==> config.mk <==
export PLATFORM = sky130hd
export DESIGN_NAME = tlss_queue
export DESIGN_NICKNAME = d
export VERILOG_FILES = /design/src/rtl/core/tlss_pkg.sv /design/src/rtl/core/tlss_queue.sv
export SDC_FILE = /design/constraint.sdc
export NUM_CORES = 1
export LEC_CHECK = 0
export ABC_CLOCK_PERIOD_IN_PS = 24200
export BUFFER_PORTS_ARGS = -buffer_cell sky130_fd_sc_hd__clkbuf_2
export CAP_MARGIN = 15
export CORE_MARGIN = 4
export CORE_UTILIZATION = 56
export CTS_CLUSTER_SIZE = 28
export DETAILED_ROUTE_END_ITERATION = 16
export GPL_TIMING_DRIVEN = 0
export PLACE_DENSITY_LB_ADDON = 0.08
export SLEW_MARGIN = 40
export SYNTH_ARGS = -nofsm -noshare
export SYNTH_HDL_FRONTEND = slang
export SYNTH_SLANG_ARGS = --single-unit
==> constraint.sdc <==
create_clock -name clock -period 24.2 [get_ports clock]
set_input_delay 6.05 -clock clock [delete_from_list [all_inputs] [get_ports clock]]
set_output_delay 6.05 -clock clock [all_outputs]
set_load 0.03 [all_outputs]
==> src/rtl/core/tlss_pkg.sv <==
// ----------------------------------------------------------------------------
// tlss_pkg
// shared constants and types of the two-layer spread sketch update
// ----------------------------------------------------------------------------
package tlss_pkg;

   localparam int BITMAP_BITS = 8;
   localparam int NUM_BITMAPS = 4096;
   localparam int HLL_REGS    = 16;
   localparam int NUM_HLLS    = 1024;
   localparam int TABLE_SIZE  = 1024;

   localparam int BM_AW   = $clog2(NUM_BITMAPS);
   localparam int HLL_AW  = $clog2(NUM_HLLS);
   localparam int BKT_W   = $clog2(HLL_REGS);
   localparam int REG_AW  = HLL_AW + BKT_W;
   localparam int TBL_AW  = $clog2(TABLE_SIZE);
   localparam int SUM_W   = $clog2(HLL_REGS * 15 + 1);
   localparam int BIT_W   = $clog2(BITMAP_BITS);
   localparam int RANK_W  = 4;
   localparam logic [RANK_W-1:0] RANK_CAP = 4'd15;
   localparam int QDEPTH  = 4;
   localparam int QAW     = $clog2(QDEPTH);

   // clearing pass of the layer-2 stores covers the larger of sketches and slots
   localparam int L2_CLR_N  = (NUM_HLLS > TABLE_SIZE) ? NUM_HLLS : TABLE_SIZE;
   localparam int L2_CLR_AW = $clog2(L2_CLR_N);

   // item handed from front to back
   typedef struct packed {
      logic [63:0] flow_hash_a;
      logic [63:0] flow_hash_b;
      logic [63:0] elem_hash;
      logic [63:0] flow_key;
   } item_type;

   typedef struct packed {
      logic went_to_layer2;
      logic register_raised;
      logic table_written;
   } result_type;

endpackage

==> src/rtl/core/tlss_queue.sv <==
// ----------------------------------------------------------------------------
// tlss_queue
// short fifo between front and back
// ----------------------------------------------------------------------------
module tlss_queue (
   input  logic                clock,
   input  logic                reset,
   input  logic                in_valid,
   output logic                in_ready,
   input  logic                in_l2,
   input  tlss_pkg::item_type  in_item,
   output logic                out_valid,
   output logic                out_l2,
   output tlss_pkg::item_type  out_item,
   input  logic                out_ready
);
   import tlss_pkg::*;

   item_type q_item [QDEPTH];
   logic [QDEPTH-1:0] q_l2;
   logic [QAW-1:0] wp_ff, rp_ff;
   logic [QAW:0] cnt_ff;
   logic wr, rd;

   assign in_ready = cnt_ff != (QAW+1)'(QDEPTH);
   assign out_valid = cnt_ff != '0;
   assign wr = in_valid && in_ready;
   assign rd = out_valid && out_ready;
   assign out_item = q_item[rp_ff];
   assign out_l2 = q_l2[rp_ff];

   always_ff @(posedge clock) begin
      if (reset) begin
         wp_ff <= '0;
         rp_ff <= '0;
         cnt_ff <= '0;
      end else begin
         if (wr) wp_ff <= wp_ff + 1'b1;
         if (rd) rp_ff <= rp_ff + 1'b1;
         cnt_ff <= cnt_ff + (QAW+1)'(wr) - (QAW+1)'(rd);
      end
   end

   always_ff @(posedge clock) begin
      if (wr) begin
         q_item[wp_ff] <= in_item;
         q_l2[wp_ff] <= in_l2;
      end
   end

`ifndef NO_ASSERTIONS
   a_cnt: assert property (@(posedge clock) disable iff (reset)
      cnt_ff <= (QAW+1)'(QDEPTH))
      else $error("queue overflow");
   a_ptr: assert property (@(posedge clock) disable iff (reset)
      (cnt_ff == '0) |-> (wp_ff == rp_ff))
      else $error("queue pointers disagree");
   a_step: assert property (@(posedge clock) disable iff (reset)
      (wr && !rd) |=> cnt_ff == $past(cnt_ff) + 1'b1)
      else $error("queue count slip");
`endif
endmodule

==> results of run 1 <==
cell usage in the layout (no fill, tap or decap), types with 2 or more instances in the layout:
cell	n
edfxtp_1	1028
and2_4	4
buf_8	5
clkbuf_1	24
clkinv_2	15
dfxtp_1	9
buf_16	3
clkbuf_16	102
clkinvlp_4	2
nor2_1	7
mux4_2	257
clkbuf_2	520
bufinv_16	7
nor2b_1	2
inv_1	6
clkinv_1	28
ha_1	6
nand2b_1	2
diode_2	19
xnor2_1	3
buf_12	57
inv_6	2
buf_2	25
cell type report:
| type | count | area, um2 |
|---|---|---|
| multi-input cells | 290 | 6060 |
| well taps | 864 | 1080 |
| flip-flops and latches | 1037 | 31000 |
| diodes | 19 | 47.5 |
| clock inverters | 57 | 468 |
| fillers | 4230 | 20900 |
| clock buffers | 125 | 2640 |
| repair buffers | 556 | 3380 |
| plain buffers | 58 | 677 |
| inverters | 6 | 22.5 |
routing by layer:
metal,share of wire,wire [um],up-vias,GRT usage
li1,-,-,7432,-
met1,0.36,27500,8911,0.262
met2,0.52,40000,469,0.357
met3,0.095,7300,136,0.0875
met4,0.024,1810,26,0.0710
met5,0.0020,150,-,0
power breakdown:
part           total (mW)  leakage [nW]  internal [mW]  switching (mW)
logic                1.49          4.36          0.567           0.919
clock network        1.47          1.52          0.845           0.623
registers            2.21          9.49           2.17          0.0382
logic make-up (layout without fill, tap and decap cells):
logic type               after synthesis  after routing  share of synthesized area
XOR/XNOR                               4              4                   0.000927
adder cells (fa/ha/maj)                7              7                    0.00252
other                                  0             19                          0
flip-flops                          1037           1037                      0.821
multiplexers                         259            259                      0.154
buffers and inverters                 64            802                     0.0184
AND/OR/NAND/NOR                       17             17                    0.00228
AO/OA/AOI/OAI                          3              3                   0.000662
worst max-delay path: stages (launching register included):
cell	delay, ns
dfxtp_1	0.40
clkbuf_2	0.39
buf_2	0.37
mux4_2	0.40
clkbuf_2	0.22
sequential cells by signal, summed over array words and instances, names as in the netlist, named ones only:
signal	cells
q_item	1024
rp_ff	2
wp_ff	2
q_l2	4
cnt_ff	3
how the worst max path moves through the flow:
stage	start	to	slack, ns
finish	flop	out_item[22]	15.73
global route	flop	out_item[22]	15.55
CTS	flop	out_item[22]	15.56
detailed placement	in_valid	q_item[3][6]	15.63
global placement	in_valid	q_item[1][225]	6.19
floorplan	in_valid	q_item[0][0]	11.26
==> parameters.txt, run 1 <==
Parameter                              Value

Status
  Status    finished, final reports clean

Synth
  Share of synthesized area occupied by flip-flops and latches    0.821
  Synthesized netlist net count    between 1500 and 2000
  Post-Synthesis Cell Area    37800 um2
  Mean area per synthesized cell    27.2 um2
  Most frequently used cell type in the post-synthesis netlist    edfxtp_1
  Number of different library cells in the post-synthesis netlist    26
  Number of synthesized flops with an enable pin    between 1000 and 1500
  Fraction of registers with async set/reset    0
  Count of yosys warnings during synthesis    0
  Share of the synthesized area in the top cell type    0.817
  Number of cells produced by synthesis    around 1400
  Most instantiated cells after synthesis    1028 x edfxtp_1, 257 x mux4_2, 25 x buf_2
  Number of synthesized register bits    a little over 1000
  Dominant cell type by area after synthesis    edfxtp_1
  Primary flip-flop cell chosen by synthesis mapping    edfxtp_1
  Top cells by area in the synthesized netlist    edfxtp_1 82%, mux4_2 15%, buf_12 1.2%

Critical path
  Reg-to-reg endpoint    q_item[3][31]
  Endpoint required time on the critical path    ~18 ns
  Worst Setup Path Type    reg -> out
  Launch point of the worst reg-to-reg path    cnt_ff[1]
  Type of origin of the critical path    flop
  Worst endpoint data arrival time    approximately 2.4 ns
  Highest fanout seen on the critical path    10
  CP Capture Type    output pin
  R2R cell count    7
  Slack of the worst reg-to-reg path    between 20 and 25 ns

Floorplan
  Die W    268 um
  Area of the core    ~66000 um2
  Vertical die dimension    ~270 um
  Number of I/O pins    520
  Initial core utilization    0.570
  Overall die area    between 70000 and 80000 um2
  Number of rows created at floorplan    94

Drt
  Antenna Nets Post-Route    0
  Number of DRC markers in iteration 0    ~1200
  Detailed Route WL    about 77000 um
  Detailed-router iteration count before antenna repair    5
  Detailed-route DRC error count    0
  Wire per inst    roughly 25 um
  Routed vias    about 17000
  Vias per inst    5.64

Layout
  Fraction of layout instances using a drive strength above 1    0.472
  Layout Area Growth over Synthesis    20.2%
  Non-Filler Instances    3012
  Util after Layout    0.685
  Finished layout cell area    45400 um2
  NumNets Final    approximately 2300

Pwr
  VDD IR max    between 80 and 90 uV
  Post-layout power    about 5.2 mW
  Power density relative to cell area    roughly 110 nW/um2
  Leakage power    around 15 nW

STA
  Minimum clock period    roughly 8.5 ns
  Final Hold Viols    0
  Count of pins over their slew limit    0
  Slew margin rel.    0.562
  Setup clock skew after layout    about 0.032 ns
  Final Setup Violations    0
  Final worst hold slack    ~0.54 ns
  Accumulated negative setup slack    0 ns
  Unrepaired setup endpoints after global routing    false
  Worst path setup slack after routing    15.73 ns
  Pin slew with the least headroom to its limit    around 0.66 ns
  Fmax achieved    roughly 120 MHz
  Post-route clock period utilization    0.350

Clocking
  Post-cts gate resize count    0
  Post-cts hold buffer count    0
  Master cell of the clock root buffer    clkbuf_16
  CTS tree    done
  Clock network latency to the later pin of the worst-skew pair    between 0.6 and 0.7 ns
  Sink count of the clock tree    around 1000
  Clock slew at reported path FFs    about 0.060 ns
  Buffers inserted by post-CTS timing repair    0
  Maximum root-to-sink buffer count    3
  Maximum level of the CTS H-tree    3
  Clock buffers created by TritonCTS    100

Placed design
  Minimum setup slack after placement    15.63 ns
  Area after detailed placement    approximately 42000 um2
  Post-detailed-placement half-perimeter wirelength    approximately 52000 um
  Final weighted congestion in routability-driven placement    about 0.73
  Placed cells    roughly 2800
  PortBufs    between 500 and 600

Global route
  Vias in the first global route    ~18000
  Total overflow reported by the global router    0
  First-pass GRT wire length    around 110000 um
  Maximum number of pins on one net before global-route repair    35
  All-layer global routing usage    0.215
  Initial antenna violation count    31

Hold path
  Hold EP    wp_ff[1]
  Startpoint of the worst hold path    wp_ff[1]
  Class of the worst hold path    reg -> reg
  Hold Crit Depth    2

Run
  Reported max-cap violation count    0
Power figures use the tool's default switching activity.
==> run 2: changes to the inputs <==
ABC_CLOCK_PERIOD_IN_PS = 8100   (was 24200)
clock period = 8.1 ns   (was 24.2 ns; I/O delays follow)
==> run 2 against run 1 <==
Against the previous run:
- setup slack got worse by 12 ns
- largest power group unchanged
- clock power rose to 3.1 times the previous value
- sequential power rose to 3.0 times the previous value
==> parameters.txt, run 2 (synthesis results as in run 1) <==
Parameter                              Value

Status
  Status    finished, final reports clean

STA
  Worst path setup slack after routing    3.56 ns (-12.17 ns)
  Unrepaired setup endpoints after global routing    false
  Post-route clock period utilization    0.561
  Count of pins over their slew limit    0 (unchanged)
  Accumulated negative setup slack    0 ns (unchanged)
  Final Setup Violations    0 (unchanged)
  Setup clock skew after layout    0.0182 ns (-0.0134 ns)
  Final Hold Viols    0 (unchanged)
  Minimum clock period    approximately 4.5 ns
  Slew margin rel.    0.573 (+0.0108)
  Fmax achieved    between 200 and 250 MHz
  Final worst hold slack    0.547 ns (+0.00904 ns)
  Pin slew with the least headroom to its limit    0.641 ns (-0.0147 ns)

Clocking
  Post-cts hold buffer count    0 (unchanged)
  Clock slew at reported path FFs    0.06 ns (about the same)
  Buffers inserted by post-CTS timing repair    0 (unchanged)
  Master cell of the clock root buffer    clkbuf_16
  Clock network latency to the later pin of the worst-skew pair    0.65 ns (about the same)
  Sink count of the clock tree    1037 (unchanged)
  Maximum level of the CTS H-tree    3 (unchanged)
  Clock buffers created by TritonCTS    102 (+2.0%)
  Maximum root-to-sink buffer count    3 (unchanged)
  CTS tree    done
  Post-cts gate resize count    0 (unchanged)

Drt
  Antenna Nets Post-Route    0 (unchanged)
  Routed vias    17100 (+0.97%)
  Detailed-route DRC error count    0 (unchanged)
  Detailed-router iteration count before antenna repair    7 (+2)
  Wire per inst    26.1 um (+2.3%)
  Detailed Route WL    78600 um (+2.4%)
  Vias per inst    5.68 (+0.84%)
  Number of DRC markers in iteration 0    1277 (+6.2%)

Layout
  Most common library cell in the layout ignoring fill and taps    edfxtp_1
  Util after Layout    0.686 (+0.000811)
  NumNets Final    2315 (-0.086%)
  Most frequent cells in the layout    1028 x edfxtp_1, 520 x clkbuf_2, 257 x mux4_2
  Fraction of layout instances using a drive strength above 1    0.475 (+0.00331)
  Max reg flops    1024 (unchanged)
  Layout Area Growth over Synthesis    20.3%
  Finished layout cell area    45500 um2 (+0.12%)
  Largest register by flop count    q_item
  Non-Filler Instances    3016 (+0.13%)
  Registers with the most flip-flops    q_item x1024, q_l2 x4, cnt_ff x3
  Fill cell total of the finished layout    4234 (+0.095%)

Pwr
  Post-layout power    15.6 mW (+200%)
  Seq pwr share    0.424 (-0.004)
  Fraction of power consumed by the clock network    0.292 (+0.008)
  VDD IR max    240 uV (+190%)
  Switching power summed over all nets    4.79 mW (+200%)
  Internal Power    10.8 mW (+200%)
  Leakage power    15.4 nW (+0.18%)
  Combinational group share of total power    0.284 (-0.004)
  Power density relative to cell area    343 nW/um2 (+200%)
  Switching fraction of total power    0.307 (+0.00132)

Placed design
  Minimum setup slack after placement    3.70 ns (-11.93 ns)
  Area after detailed placement    42200 um2 (-0.23%)
  PortBufs    518 (unchanged)
  Final weighted congestion in routability-driven placement    0.754 (+2.9%)
  Placed cells    2807 (-0.14%)
  Post-detailed-placement half-perimeter wirelength    52900 um (+2.3%)

Critical path
  Highest fanout seen on the critical path    10 (unchanged)
  Series of cell instances along the critical path    clkbuf_2 -> buf_2 -> mux4_2 -> clkbuf_2
  Endpoint required time on the critical path    6.08 ns (-12.07 ns)
  Number of buffer and inverter instances along the worst setup path    3 (unchanged)
  Worst Setup Path Type    reg -> out
  Family with the most delay on the worst path    buffers and inverters
  Type of origin of the critical path    flop
  Worst endpoint data arrival time    2.52 ns (+0.10 ns)
  Slowest stage cell on the critical path    dfxtp_1
  Cell seen most often among critical-path stages    clkbuf_2
  CP Capture Type    output pin
  Longest individual stage delay on the worst path    0.46 ns (+0.06 ns)

Global route
  Total overflow reported by the global router    0 (unchanged)
  All-layer global routing usage    0.220 (+0.00507)
  Vias in the first global route    18100 (+1.2%)
  Initial antenna violation count    29 (-6.5%)
  First-pass GRT wire length    116000 um (+2.6%)
  Maximum number of pins on one net before global-route repair    35 (unchanged)

Floorplan
  Area of the core    66300 um2 (unchanged)
  Vertical die dimension    268 um (unchanged)
  Initial core utilization    0.570 (unchanged)
  Die W    268 um (unchanged)
  Overall die area    71700 um2 (unchanged)
  Number of rows created at floorplan    94 (unchanged)
  Number of I/O pins    520 (unchanged)

Hold path
  Class of the worst hold path    reg -> reg

Run
  Reported max-cap violation count    0 (unchanged)
-- run 2: power groups by stage --
| stage | Clock [mW] | Sequential, mW | Combinational, mW |
|---|---|---|---|
| after CTS | 4.65 | 6.62 | 4.52 |
| after floorplan | 0 | 6.76 | 3.12 |
| after global routing | 4.89 | 6.65 | 4.67 |
| after detailed placement | 0 | 6.73 | 4.50 |
| after global placement | 0 | 6.84 | 4.38 |
| final | 4.55 | 6.61 | 4.43 |
-- run 2: worst paths after layout --
kind / start / endpoint / slack, ns / depth (start not counted)
worst max-delay path: flop / out_item[25] / 3.56 / 4
worst min-delay path: wp_ff[1] / wp_ff[1] / 0.55 / 2
worst max register to register: cnt_ff[1] / q_item[0][251] / 5.36 / 6
worst min register to register: wp_ff[1] / wp_ff[1] / 0.55 / 2
-- run 2: final cells by class --
cell class	count	area, um2	share of cell area
Clock buffer	130	2710	0.0596
Sequential cell	1037	31000	0.683
Inverter	6	22.5	0.000495
Multi-Input combinational cell	290	6060	0.133
Clock inverter	58	542	0.0119
Timing Repair Buffer	552	3280	0.0721
Buffer	58	677	0.0149
Tap cell	864	1080	0.0238
Antenna cell	21	52.6	0.00116
-- run 2: routing by layer --
metal | track usage | vias up | share of wire
met5 | 0 | - | 0.0021
met3 | 0.0787 | 154 | 0.090
li1 | - | 7423 | -
met1 | 0.278 | 8978 | 0.36
met2 | 0.361 | 560 | 0.52
met4 | 0.0788 | 24 | 0.032
-- run 2: worst min-delay path, cell delays in order, from the launching register on --
cell	delay (ns)
dfxtp_1	0.34
nand2b_1	0.09
mux2i_1	0.07
